<file path="src/hdl/mids_pkg.sv">
`default_nettype none

package mids_pkg;

  // array depth and field widths
  localparam int MAX_LEN_DEFAULT = 1024;
  localparam int VALUE_W         = 31;
  localparam int DIST_W          = 10;

  // one array element
  typedef struct packed {
    logic [VALUE_W-1:0] value;
    logic               last;
  } mids_in_t;

  // one search result
  typedef struct packed {
    logic [DIST_W-1:0] max_distance;
    logic              overflowed;
  } mids_out_t;

  // controller to datapath
  typedef struct packed {
    logic load;
    logic back_init;
    logic back_run;
    logic merge_init;
    logic merge_cmp;
  } mids_cmd_t;

  // datapath to controller
  typedef struct packed {
    logic back_done;
    logic merge_done;
  } mids_sts_t;

endpackage

`default_nettype wire

</file>
<file path="src/hdl/mids_ctrl.sv">
`default_nettype none

module mids_ctrl
  import mids_pkg::*;
(
  input  wire logic      clk,
  input  wire logic      rst,
  input  wire logic      start,
  input  wire logic      last,
  input  wire mids_sts_t sts,
  output mids_cmd_t      cmd,
  output logic           busy,
  output logic           done
);

  typedef enum logic [1:0] {
    ST_IDLE,
    ST_BACK,
    ST_MRD,
    ST_MCMP
  } state_t;

  state_t state;

  // commands decoded from the state and the inputs
  always_comb begin
    cmd            = '0;
    cmd.load       = (state == ST_IDLE) && start;
    cmd.back_init  = cmd.load && last;
    cmd.back_run   = (state == ST_BACK);
    cmd.merge_init = cmd.back_run && sts.back_done;
    cmd.merge_cmp  = (state == ST_MCMP);
  end

  // state and registered outputs
  always_ff @(posedge clk) begin
    if (rst) begin
      state <= ST_IDLE;
      busy  <= 1'b0;
      done  <= 1'b0;
    end else begin
      done <= 1'b0;
      case (state)
        ST_IDLE: begin
          if (start && last) begin
            state <= ST_BACK;
            busy  <= 1'b1;
          end
        end
        ST_BACK: begin
          if (sts.back_done) begin
            state <= ST_MRD;
          end
        end
        ST_MRD: begin
          state <= ST_MCMP;
        end
        ST_MCMP: begin
          if (sts.merge_done) begin
            state <= ST_IDLE;
            busy  <= 1'b0;
            done  <= 1'b1;
          end else begin
            state <= ST_MRD;
          end
        end
        default: begin
          state <= ST_IDLE;
          busy  <= 1'b0;
        end
      endcase
    end
  end

`ifndef NO_ASSERTIONS
  // busy tracks the search states
  a_busy_state: assert property (@(posedge clk) disable iff (rst)
    busy == (state != ST_IDLE))
    else $error("busy does not match search state");

  // a result only ends a search
  a_done_after_merge: assert property (@(posedge clk) disable iff (rst)
    $rose(done) |-> $past(state) == ST_MCMP)
    else $error("result strobe without a finished merge");

  // the result strobe comes with the controller back in idle
  a_done_idle: assert property (@(posedge clk) disable iff (rst)
    done |-> (state == ST_IDLE) && !busy)
    else $error("result strobe while still searching");
`endif

endmodule

`default_nettype wire

</file>
<file path="config.mk">
export PLATFORM = sky130hd
export DESIGN_NAME = mids_ctrl
export DESIGN_NICKNAME = d
export VERILOG_FILES = /design/src/hdl/mids_pkg.sv /design/src/hdl/mids_ctrl.sv
export SDC_FILE = /design/constraint.sdc
export NUM_CORES = 1
export LEC_CHECK = 0
export ABC_AREA = 1
export BUFFER_PORTS_ARGS = -buffer_cell sky130_fd_sc_hd__buf_2
export CORE_AREA = 2 2 39 41
export DETAILED_ROUTE_END_ITERATION = 7
export DIE_AREA = 0 0 41 43
export HOLD_SLACK_MARGIN = 0.15
export PLACE_DENSITY = 0.37
export RECOVER_POWER = 50
export SETUP_SLACK_MARGIN = 0.05
export SLEW_MARGIN = 15
export SYNTH_ARGS = -nofsm -noshare
export SYNTH_HDL_FRONTEND = slang
export SYNTH_SLANG_ARGS = --single-unit
</file>
<file path="constraint.sdc">
create_clock -name clk -period 1 [get_ports clk]
set_input_delay 0.2 -clock clk [delete_from_list [all_inputs] [get_ports clk]]
set_output_delay 0.2 -clock clk [all_outputs]
set_load 0.02 [all_outputs]
</file>
# Word level (Yosys, flattened, before mapping)
# Index checks and enable logic that the tools add are counted.
# Widths: inputs -> output; s select.
# totals
ff_bits,4
inputBits,6
# classes
muxes,8
n_eq_ne,6
bitwise,1
reduce_logical,9
# ops
operator,n
$pmux 2 s4,1
$mux 2,3
$eq 2x2->1 const B,2
$logic_and 1x1->1,4
$ne 2x2->1 const B,2
$mux 1,3
$reduce_and 3->1,1
$eq 2x1->1 const B,1
$logic_not 2->1,1
$ne 2x1->1 const B,1
$pmux 1 s2,1
$reduce_and 2->1,1
$reduce_bool 2->1,1
$reduce_or 2->1,1
$not 1->1,1

# Longest topological paths before layout
# Gate-level depths: netlist (run 1).
# depth
word_depth,3
mapped_depth,5
ltp_nobuf,5

# Least setup slack after synthesis (run 1)
# OpenSTA, ideal clock, no wires.
# synth_path
path_type,register -> output
from,register state[0]
to,output port cmd[4] in the netlist's numbering
required_ns,0.800
stages_incl_launch_ff,4
path_slack_ns,0.066
arrival_ns,0.734
path_buffers,0
path_cell_list,dfxtp_1 inv_2 nand2_4 nor2_1
# synth_rtl
element,line,source
start: declaration,mids_ctrl.sv:23,state_t state;
start signal: assignment,mids_ctrl.sv:38,state <= ST_IDLE;
start signal: assignment,mids_ctrl.sv:46,state <= ST_BACK;
start signal: assignment,mids_ctrl.sv:52,state <= ST_MRD;
end: declaration,mids_ctrl.sv:11,"output mids_cmd_t cmd,"

==> impl_metrics.csv, run 1 <==
group,metric,value,unit
worst_setup_path,cp_cell_sequence,"inv_4 > nand2_4 > nor2_4 > buf_6",
sta,fin_skew,0.3709,ps
drt,avgRoutedWirePerCell,6.785,microns
worst_setup_path,cp-end-kind,"output pin",
sta,rsz0062_at_grt,"true",
grt,grt_pass1_wl,614,microns
die,rows,14,
worst_setup_path,arrival,930,ps
sta,fin_crit_sh,112.8,%
worst_setup_path,cp_max_fo,4,
sta,slew_headroom,89.88,%
die,initial_core_util,15.28,%
placed_design,globalplace.congestion,0.5898,
final_layout,n_antenna_cell,0,
worst_setup_path,cp.required,800,ps
grt,grt_pass1_vias,170,
power,leakagePower,0.2222,nW
clock_tree,cts_inserted_buffers,3,
drt,routed_wl,441,microns
drt,via_per_inst,3.708,
synthesis,ys_seq_area_share,37.87,%
final_layout,nets,57,
clock_tree,path_clk_slew,40,ps
clock_tree,insertion_delay,230,ps
sta,finalSetupTns,-397.6,ps
sta,finalSetupViolCount,5,
sta,whs,223.0,ps
placed_design,hpwl,349.1,microns
grt,grt_max_degree,5,
final_layout,fin_cells,65,
synthesis,synth-edff-count,0,
final_layout,drive_above_1_share,63.27,%
sta,finalHoldViolations,0,
placed_design,port_buffers,12,
job,drv_cap,0,
worst_setup_path,cp-start-kind,"flip-flop",
sta,worst_slack,-127.9,ps
synthesis,synth_cells,30,
synthesis,synth_common_cells,"9 x nand2_1, 4 x dfxtp_1, 4 x inv_1",
drt,first_iter_violations,1,
synthesis,ys_ff_latch,4,
die,die-area,0.001763,sq mm
synthesis,yosys.area.top_type,"dfxtp_1",
sta,max_freq,886.6,MHz
synthesis,synth.distinct_cells,11,
clock_tree,clock_path_buffers,2,
power,power_density,1409,mW/mm^2
clock_tree,cts_tree,"yes",
worst_hold_path,min_path_type,"input pin to flip-flop",
die,die_w,41,microns
outcome,status,"complete, but fails checks",
die,core,0.001384,sq mm
sta,tightest_slew,151.9,ps
grt,grt_overflow_total,0,
synthesis,yosys_warnings,0,
final_layout,seqCellArea,85.08,sq um
worst_setup_path,cpPeakStageDelay,360,ps
power,power,0.5676,mW
outcome,violations,"negative setup slack",
placed_design,place_area,291.5,sq um
final_layout,fill_cells,158,
synthesis,post-synth-top-count-cell,"nand2_1",
synthesis,avgSynthCellArea,7.048,sq um
clock_tree,cts.htree.levels,1,
sta,finalWorstPathRequiredPeriod,1128,ps
drt,dr.pass1.iters,2,
drt,antenna_left,0,
placed_design,dp.cells,58,
synthesis,async_flop_share,0,%
clock_tree,root_buffer,"clkbuf_4",
die,io_pins,13,
worst_setup_path,setup.worst_path.class,"flip-flop to output pin",
synthesis,ys_top_cells_by_area,"dfxtp_1 38%, nand2_1 16%, nand2_4 11%",
synthesis,syn_nets,36,
sta,slew_violations,0,
die,die_h,43,microns
final_layout,multiInputGateArea,122.6,sq um
drt,drc,0,
grt,grtUsageTotal,6.018,%
drt,route.vias.total,241,
worst_setup_path,critPathSlowestCell,"dfxtp_4",
grt,antenna_found_initial,0,
power,ir_drop,0.5375,mV
synthesis,ys.flop_type,"dfxtp_1",
final_layout,design_area,402.9,sq um
synthesis,syn_area,211.5,sq um
clock_tree,clock-sinks,4,
synthesis,synth_top_area_share,37.87,%
final_layout,area_delta_synth_final,90.53,%
-- layer usage --
layer	part of all wire (%)	GRT usage (%)
met2	50	6.875
met5	0	0
met1	38	5.449
met4	0	4.000
met3	12	7.853
-- path summary, 6_finish.rpt --
check,start,end,slack (ps),depth (start not counted)
max,state[0],cmd[3],-130,4
min,sts[0],done,220,3
max reg2reg,state[0],busy,130,6
min reg2reg,busy,busy,470,2
-- placed cells by master, fill, tap and decap left out, drive strengths merged --
cell,instances
a21oi,1
buf,14
clkbuf,4
dfxtp,4
dlygate4sd3,1
inv,7
nand2,11
nand3,2
nor2,5
-- kinds of logic after synthesis --
logic type | Yosys count | synth area share (%)
AO/OA/AOI/OAI | 1 | 2.365
flip-flops | 4 | 37.87
AND/OR/NAND/NOR | 18 | 47.33
buffers and inverters | 7 | 12.42
-- through the flow --
| stage | setup WS [ps] | util (%) |
|---|---|---|
| after floorplan | 66.18 | - |
| after global placement | 88.02 | 21.07 |
| after detailed placement | 92.04 | 21.07 |
| after CTS | -135.2 | 26.76 |
| after global routing | -172.7 | 29.11 |
| final | -127.9 | 29.11 |
-- where the power goes --
| part | switching [mW] | total (mW) | internal (mW) |
|---|---|---|---|
| Combinational | 0.0938 | 0.180 | 0.0858 |
| Sequential | 0.0146 | 0.190 | 0.175 |
| Clock | 0.0641 | 0.198 | 0.134 |
-- sequential cells by signal, summed over array words and instances, names as in the netlist --
name   cells
state      2
busy       1
done       1
-- repair_timing --
action | in CTS | in global routing
hold buffers | 1 | 0
hold endpoints to repair | 2 | 0
gates cloned | 0 | 0
pin swaps | 0 | 0
endpoints found under the setup margin | 5 | 7
setup buffers | 2 | 1
resized for setup | 13 | 9
-- final cells by class --
type,count,share of cell area (%)
Inverter,7,7.764
Tap cell,16,4.969
Sequential cell,4,21.12
Clock buffer,3,5.590
Timing Repair Buffer,16,30.12
Multi-Input combinational cell,19,30.43
-- critical path, delay by kind of cell, from the launching register on --
family | cells | cell delay, ps
AND/OR/NAND/NOR | 2 | 160
flip-flops | 1 | 360
buffers and inverters | 2 | 180
Note: power is estimated with default switching activity, not from simulation.
==> run 2: changes to the inputs <==
- CELL_PAD_IN_SITES_DETAIL_PLACEMENT: not set -> 1
- CELL_PAD_IN_SITES_GLOBAL_PLACEMENT: not set -> 2
- PLACE_DENSITY: 0.37 -> 0.73
==> impl_metrics.csv, run 2 (synthesized netlist as in run 1, its figures left out) <==
group,metric,value,unit
worst_setup_path,rrSetupSlack,40,ps
clock_tree,clock_path_buffers,2,
clock_tree,path_clk_slew,40,ps
sta,fin_skew,0.3992,ps
placed_design,globalplace.congestion,0.6151,
drt,antenna_left,0,
job,drv_cap,0,
power,power_density,1413,mW/mm^2
grt,grt_max_degree,5,
final_layout,most-common-layout-cells,"7 x nand2_1, 7 x buf_4, 5 x buf_2, 5 x buf_6, 4 x inv_1",
final_layout,design_area,419.2,sq um
placed_design,dp_worst_setup_slack,75.05,ps
sta,fin_crit_sh,112.8,%
grt,grt_pass1_vias,233,
clock_tree,cts_tree,"yes",
power,p_sw_share,30.61,%
sta,finalWorstPathRequiredPeriod,1128,ps
power,power,0.5923,mW
final_layout,nets,59,
die,initial_core_util,15.28,%
worst_setup_path,r2r_start,"state[0]",
power,intPower,0.4110,mW
sta,rsz0062_at_grt,"true",
worst_setup_path,arrival,930,ps
sta,worst_slack,-127.5,ps
die,rows,14,
outcome,status,"complete, but fails checks",
sta,tightest_slew,155.4,ps
sta,finalHoldViolations,0,
power,ir_drop,0.4174,mV
clock_tree,clock-sinks,4,
clock_tree,insertion_delay,240,ps
drt,drc,0,
worst_hold_path,hold_depth,2,
worst_setup_path,cp-endpoint,"cmd[3]",
die,io_pins,13,
grt,antenna_found_initial,0,
die,die_h,43,microns
placed_design,hpwl,435.5,microns
final_layout,largest_register_ffs,2,
placed_design,place_area,291.5,sq um
final_layout,regMostFlops,"state",
drt,routed_wl,605,microns
sta,slew_headroom,89.61,%
power,leakagePower,0.2342,nW
die,core,0.001384,sq mm
outcome,violations,"negative setup slack",
grt,grt_overflow_total,0,
placed_design,port_buffers,12,
worst_setup_path,cp_max_fo,4,
final_layout,top_regs,"state: 2 flops, busy: 1 flops, done: 1 flops",
clock_tree,root_buffer,"clkbuf_4",
die,die-area,0.001763,sq mm
worst_setup_path,reg2reg_depth,7,
worst_setup_path,startpoint,"state[0]",
power,p_seq_share,32.1,%
clock_tree,cts.htree.levels,1,
final_layout,drive_above_1_share,70.59,%
grt,grtUsageTotal,8.726,%
sta,slew_violations,0,
clock_tree,cts_inserted_buffers,3,
worst_setup_path,cp-end-kind,"output pin",
worst_setup_path,cp-start-kind,"flip-flop",
die,die_w,41,microns
drt,via_per_inst,3.851,
worst_setup_path,setup.worst_path.class,"flip-flop to output pin",
sta,max_freq,886.9,MHz
worst_setup_path,r2r_end,"state[1]",
grt,grt_pass1_wl,862,microns
final_layout,area_delta_synth_final,98.22,%
power,comb_power_share,33.9,%
drt,route.vias.total,258,
power,p_switching,0.1813,mW
sta,finalSetupViolCount,5,
worst_setup_path,cp.required,800,ps
power,power.share.clock,34.0,%
final_layout,n_antenna_cell,0,
drt,avgRoutedWirePerCell,9.030,microns
worst_hold_path,min_path_type,"input pin to flip-flop",
drt,dr.pass1.iters,1,
drt,first_iter_violations,0,
run 2: power groups by stage:
| stage | clock network, mW | logic (mW) | registers [mW] |
|---|---|---|---|
| 5_1_grt | 0.223 | 0.217 | 0.193 |
| 3_5_place_dp | 0 | 0.127 | 0.187 |
| 3_3_place_gp | 0 | 0.125 | 0.186 |
| 2_1_floorplan | 0 | 0.0804 | 0.190 |
| 4_1_cts | 0.206 | 0.171 | 0.186 |
| 6_report | 0.202 | 0.201 | 0.190 |
run 2: what timing repair did:
action                     CTS  global route
hold buffers                 0             0
buffers inserted             5             2
gates resized for setup     10            12
pin swaps                    0             5
setup endpoints to repair    6             7
run 2: area by class of cell:
cell class              count  area (sq um)
multi-input cells          19         120.1
well taps                  16         20.02
flip-flops and latches      4         86.33
inverters                   7         31.28
repair buffers             18         138.9
clock buffers               3         22.52
fillers                   169         964.7
run 2: how the worst min path moves through the flow:
stage,to,start,slack (ps)
floorplan,done,rst,270
global placement,done,rst,400
detailed placement,done,rst,400
CTS,state[0],rst,160
global route,state[0],rst,160
finish,state[0],rst,150
run 2: worst max-delay path, stage by stage, from the launching register on:
cell     delay (ps)
dfxtp_4         350
inv_4            60
nand2_4          60
nor2_4          100
buf_6           120
run 2: metal layers:
metal	wire (microns)	up-vias	GRT usage, %
li1	-	130	-
met1	195	113	6.410
met2	338	11	12.50
met3	27	4	1.571
met4	44	0	16.00
met5	0	-	0
run 2: stage by stage:
stage          hold WS, ps  setup TNS, ps  util [%]  instances
2_1_floorplan        266.9              0         -         30
3_3_place_gp         401.7              0     21.07         58
3_5_place_dp         401.4              0     21.07         58
4_1_cts              155.8         -488.8     27.22         66
5_1_grt              159.4         -716.8     30.29         67
6_report             151.1         -463.5     30.29         67
==> run 3: changes to the inputs <==
- CTS_BUF_LIST: not set -> sky130_fd_sc_hd__clkbuf_16
==> impl_metrics.csv, run 3 (synthesized netlist as in run 1, its figures left out) <==
group,metric,value,unit
sta,tightest_slew,137.0,ps
placed_design,port_buffers,12,
die,die_w,41,microns
worst_setup_path,arrival,920,ps
drt,dr.pass1.iters,1,
worst_setup_path,cp-end-kind,"output pin",
worst_hold_path,min_path_type,"input pin to flip-flop",
job,drv_cap,0,
final_layout,most-common-layout-cells,"8 x nand2_1, 7 x buf_4, 5 x buf_2, 5 x buf_6, 4 x inv_1",
power,ir_drop,0.6911,mV
die,rows,14,
clock_tree,insertion_delay,230,ps
final_layout,design_area,469.2,sq um
placed_design,hpwl,435.5,microns
sta,rsz0062_at_grt,"true",
final_layout,largest_register_ffs,2,
sta,finalHoldViolations,0,
clock_tree,cts_tree,"yes",
grt,grtUsageTotal,9.529,%
power,power,1.017,mW
final_layout,top_regs,"state: 2 flops, busy: 1 flops, done: 1 flops",
drt,drc,0,
final_layout,area_delta_synth_final,121.9,%
sta,fin_skew,1.331,ps
grt,grt_pass1_wl,910,microns
drt,routed_wl,635,microns
worst_setup_path,cp_max_fo,4,
outcome,status,"complete, but fails checks",
sta,finalSetupTns,-389.3,ps
clock_tree,cts.htree.levels,1,
sta,slew_violations,0,
final_layout,fin_util,33.91,%
die,die-area,0.001763,sq mm
sta,whs,161.6,ps
drt,route.vias.total,254,
sta,finalWorstPathRequiredPeriod,1117,ps
drt,avgRoutedWirePerCell,9.478,microns
clock_tree,root_buffer,"clkbuf_16",
sta,slew_headroom,90.85,%
final_layout,drive_above_1_share,68.63,%
clock_tree,clock_path_buffers,2,
grt,grt_overflow_total,0,
final_layout,fill_cells,163,
clock_tree,clock-sinks,4,
clock_tree,path_clk_slew,30,ps
final_layout,nets,59,
die,io_pins,13,
worst_setup_path,setup.worst_path.class,"flip-flop to output pin",
placed_design,globalplace.congestion,0.6151,
clock_tree,cts_inserted_buffers,3,
final_layout,n_antenna_cell,0,
outcome,violations,"negative setup slack",
sta,finalSetupViolCount,5,
drt,via_per_inst,3.791,
drt,first_iter_violations,0,
sta,fin_crit_sh,111.7,%
worst_setup_path,cp-start-kind,"flip-flop",
power,power_density,2168,mW/mm^2
sta,max_freq,895.6,MHz
die,initial_core_util,15.28,%
power,leakagePower,0.2576,nW
die,die_h,43,microns
grt,grt_pass1_vias,231,
grt,grt_max_degree,5,
drt,antenna_left,0,
sta,worst_slack,-116.6,ps
placed_design,place_area,291.5,sq um
grt,antenna_found_initial,0,
worst_setup_path,cp.required,800,ps
final_layout,regMostFlops,"state",
final_layout,final_common_cell,"nand2_1",
die,core,0.001384,sq mm
-- run 3: changes by cell type in the layout (fill, tap and decap cells not counted) --
cell,previous run,this run
clkbuf_16,0,3
clkbuf_4,3,0
nand2_1,7,8
nand2_2,2,1
-- run 3: report_power, final --
| part | internal [mW] | switching, mW | total, mW |
|---|---|---|---|
| combinational | 0.0997 | 0.0994 | 0.199 |
| clock | 0.511 | 0.117 | 0.628 |
| sequential | 0.176 | 0.0137 | 0.190 |
| total | 0.787 | 0.230 | 1.02 |
-- run 3: worst max-delay path: stages (launching register included) --
cell and delay [ps]:
dfxtp_4 350, inv_4 60, nand2_4 60, nor2_4 100, buf_6 120
-- run 3: metrics by stage --
stage	worst slack, ps	instances
after floorplan	66.18	30
after global placement	84.72	58
after detailed placement	75.05	58
after CTS	-121.6	65
after global routing	-156.8	67
final	-116.6	67
-- run 3: routing by layer --
layer  routed length [microns]  up-vias  global-route usage, %
met5                         0        -                      0
met4                        60        0                  18.00
met3                        28        5                  3.141
met2                       326       11                  12.19
met1                       220      109                  7.372
li1                          -      129                      -
-- run 3: path summary, 6_finish.rpt --
check	endpoint	startpoint	slack, ps	cells past startpoint
hold reg to reg	busy	busy	470	2
setup reg to reg	state[1]	state[0]	40	7
hold / removal	state[0]	rst	160	2
setup / recovery	cmd[3]	state[0]	-120	4
-- run 3: repair_timing --
item,4_1_cts,5_1_grt
pin swaps,0,3
endpoints found under the hold margin,0,0
gates resized for setup,9,12
setup buffers,4,2
hold buffers,0,0
endpoints found under the setup margin,6,6
-- run 3: area by class of cell --
type | instances | area, sq um | share of cell area (%)
timing repair buffer | 18 | 138.9 | 29.60
tap | 16 | 20.02 | 4.267
clock buffer | 3 | 75.07 | 16.00
inverter | 7 | 31.28 | 6.667
multi-input combinational | 19 | 117.6 | 25.07
sequential | 4 | 86.33 | 18.40
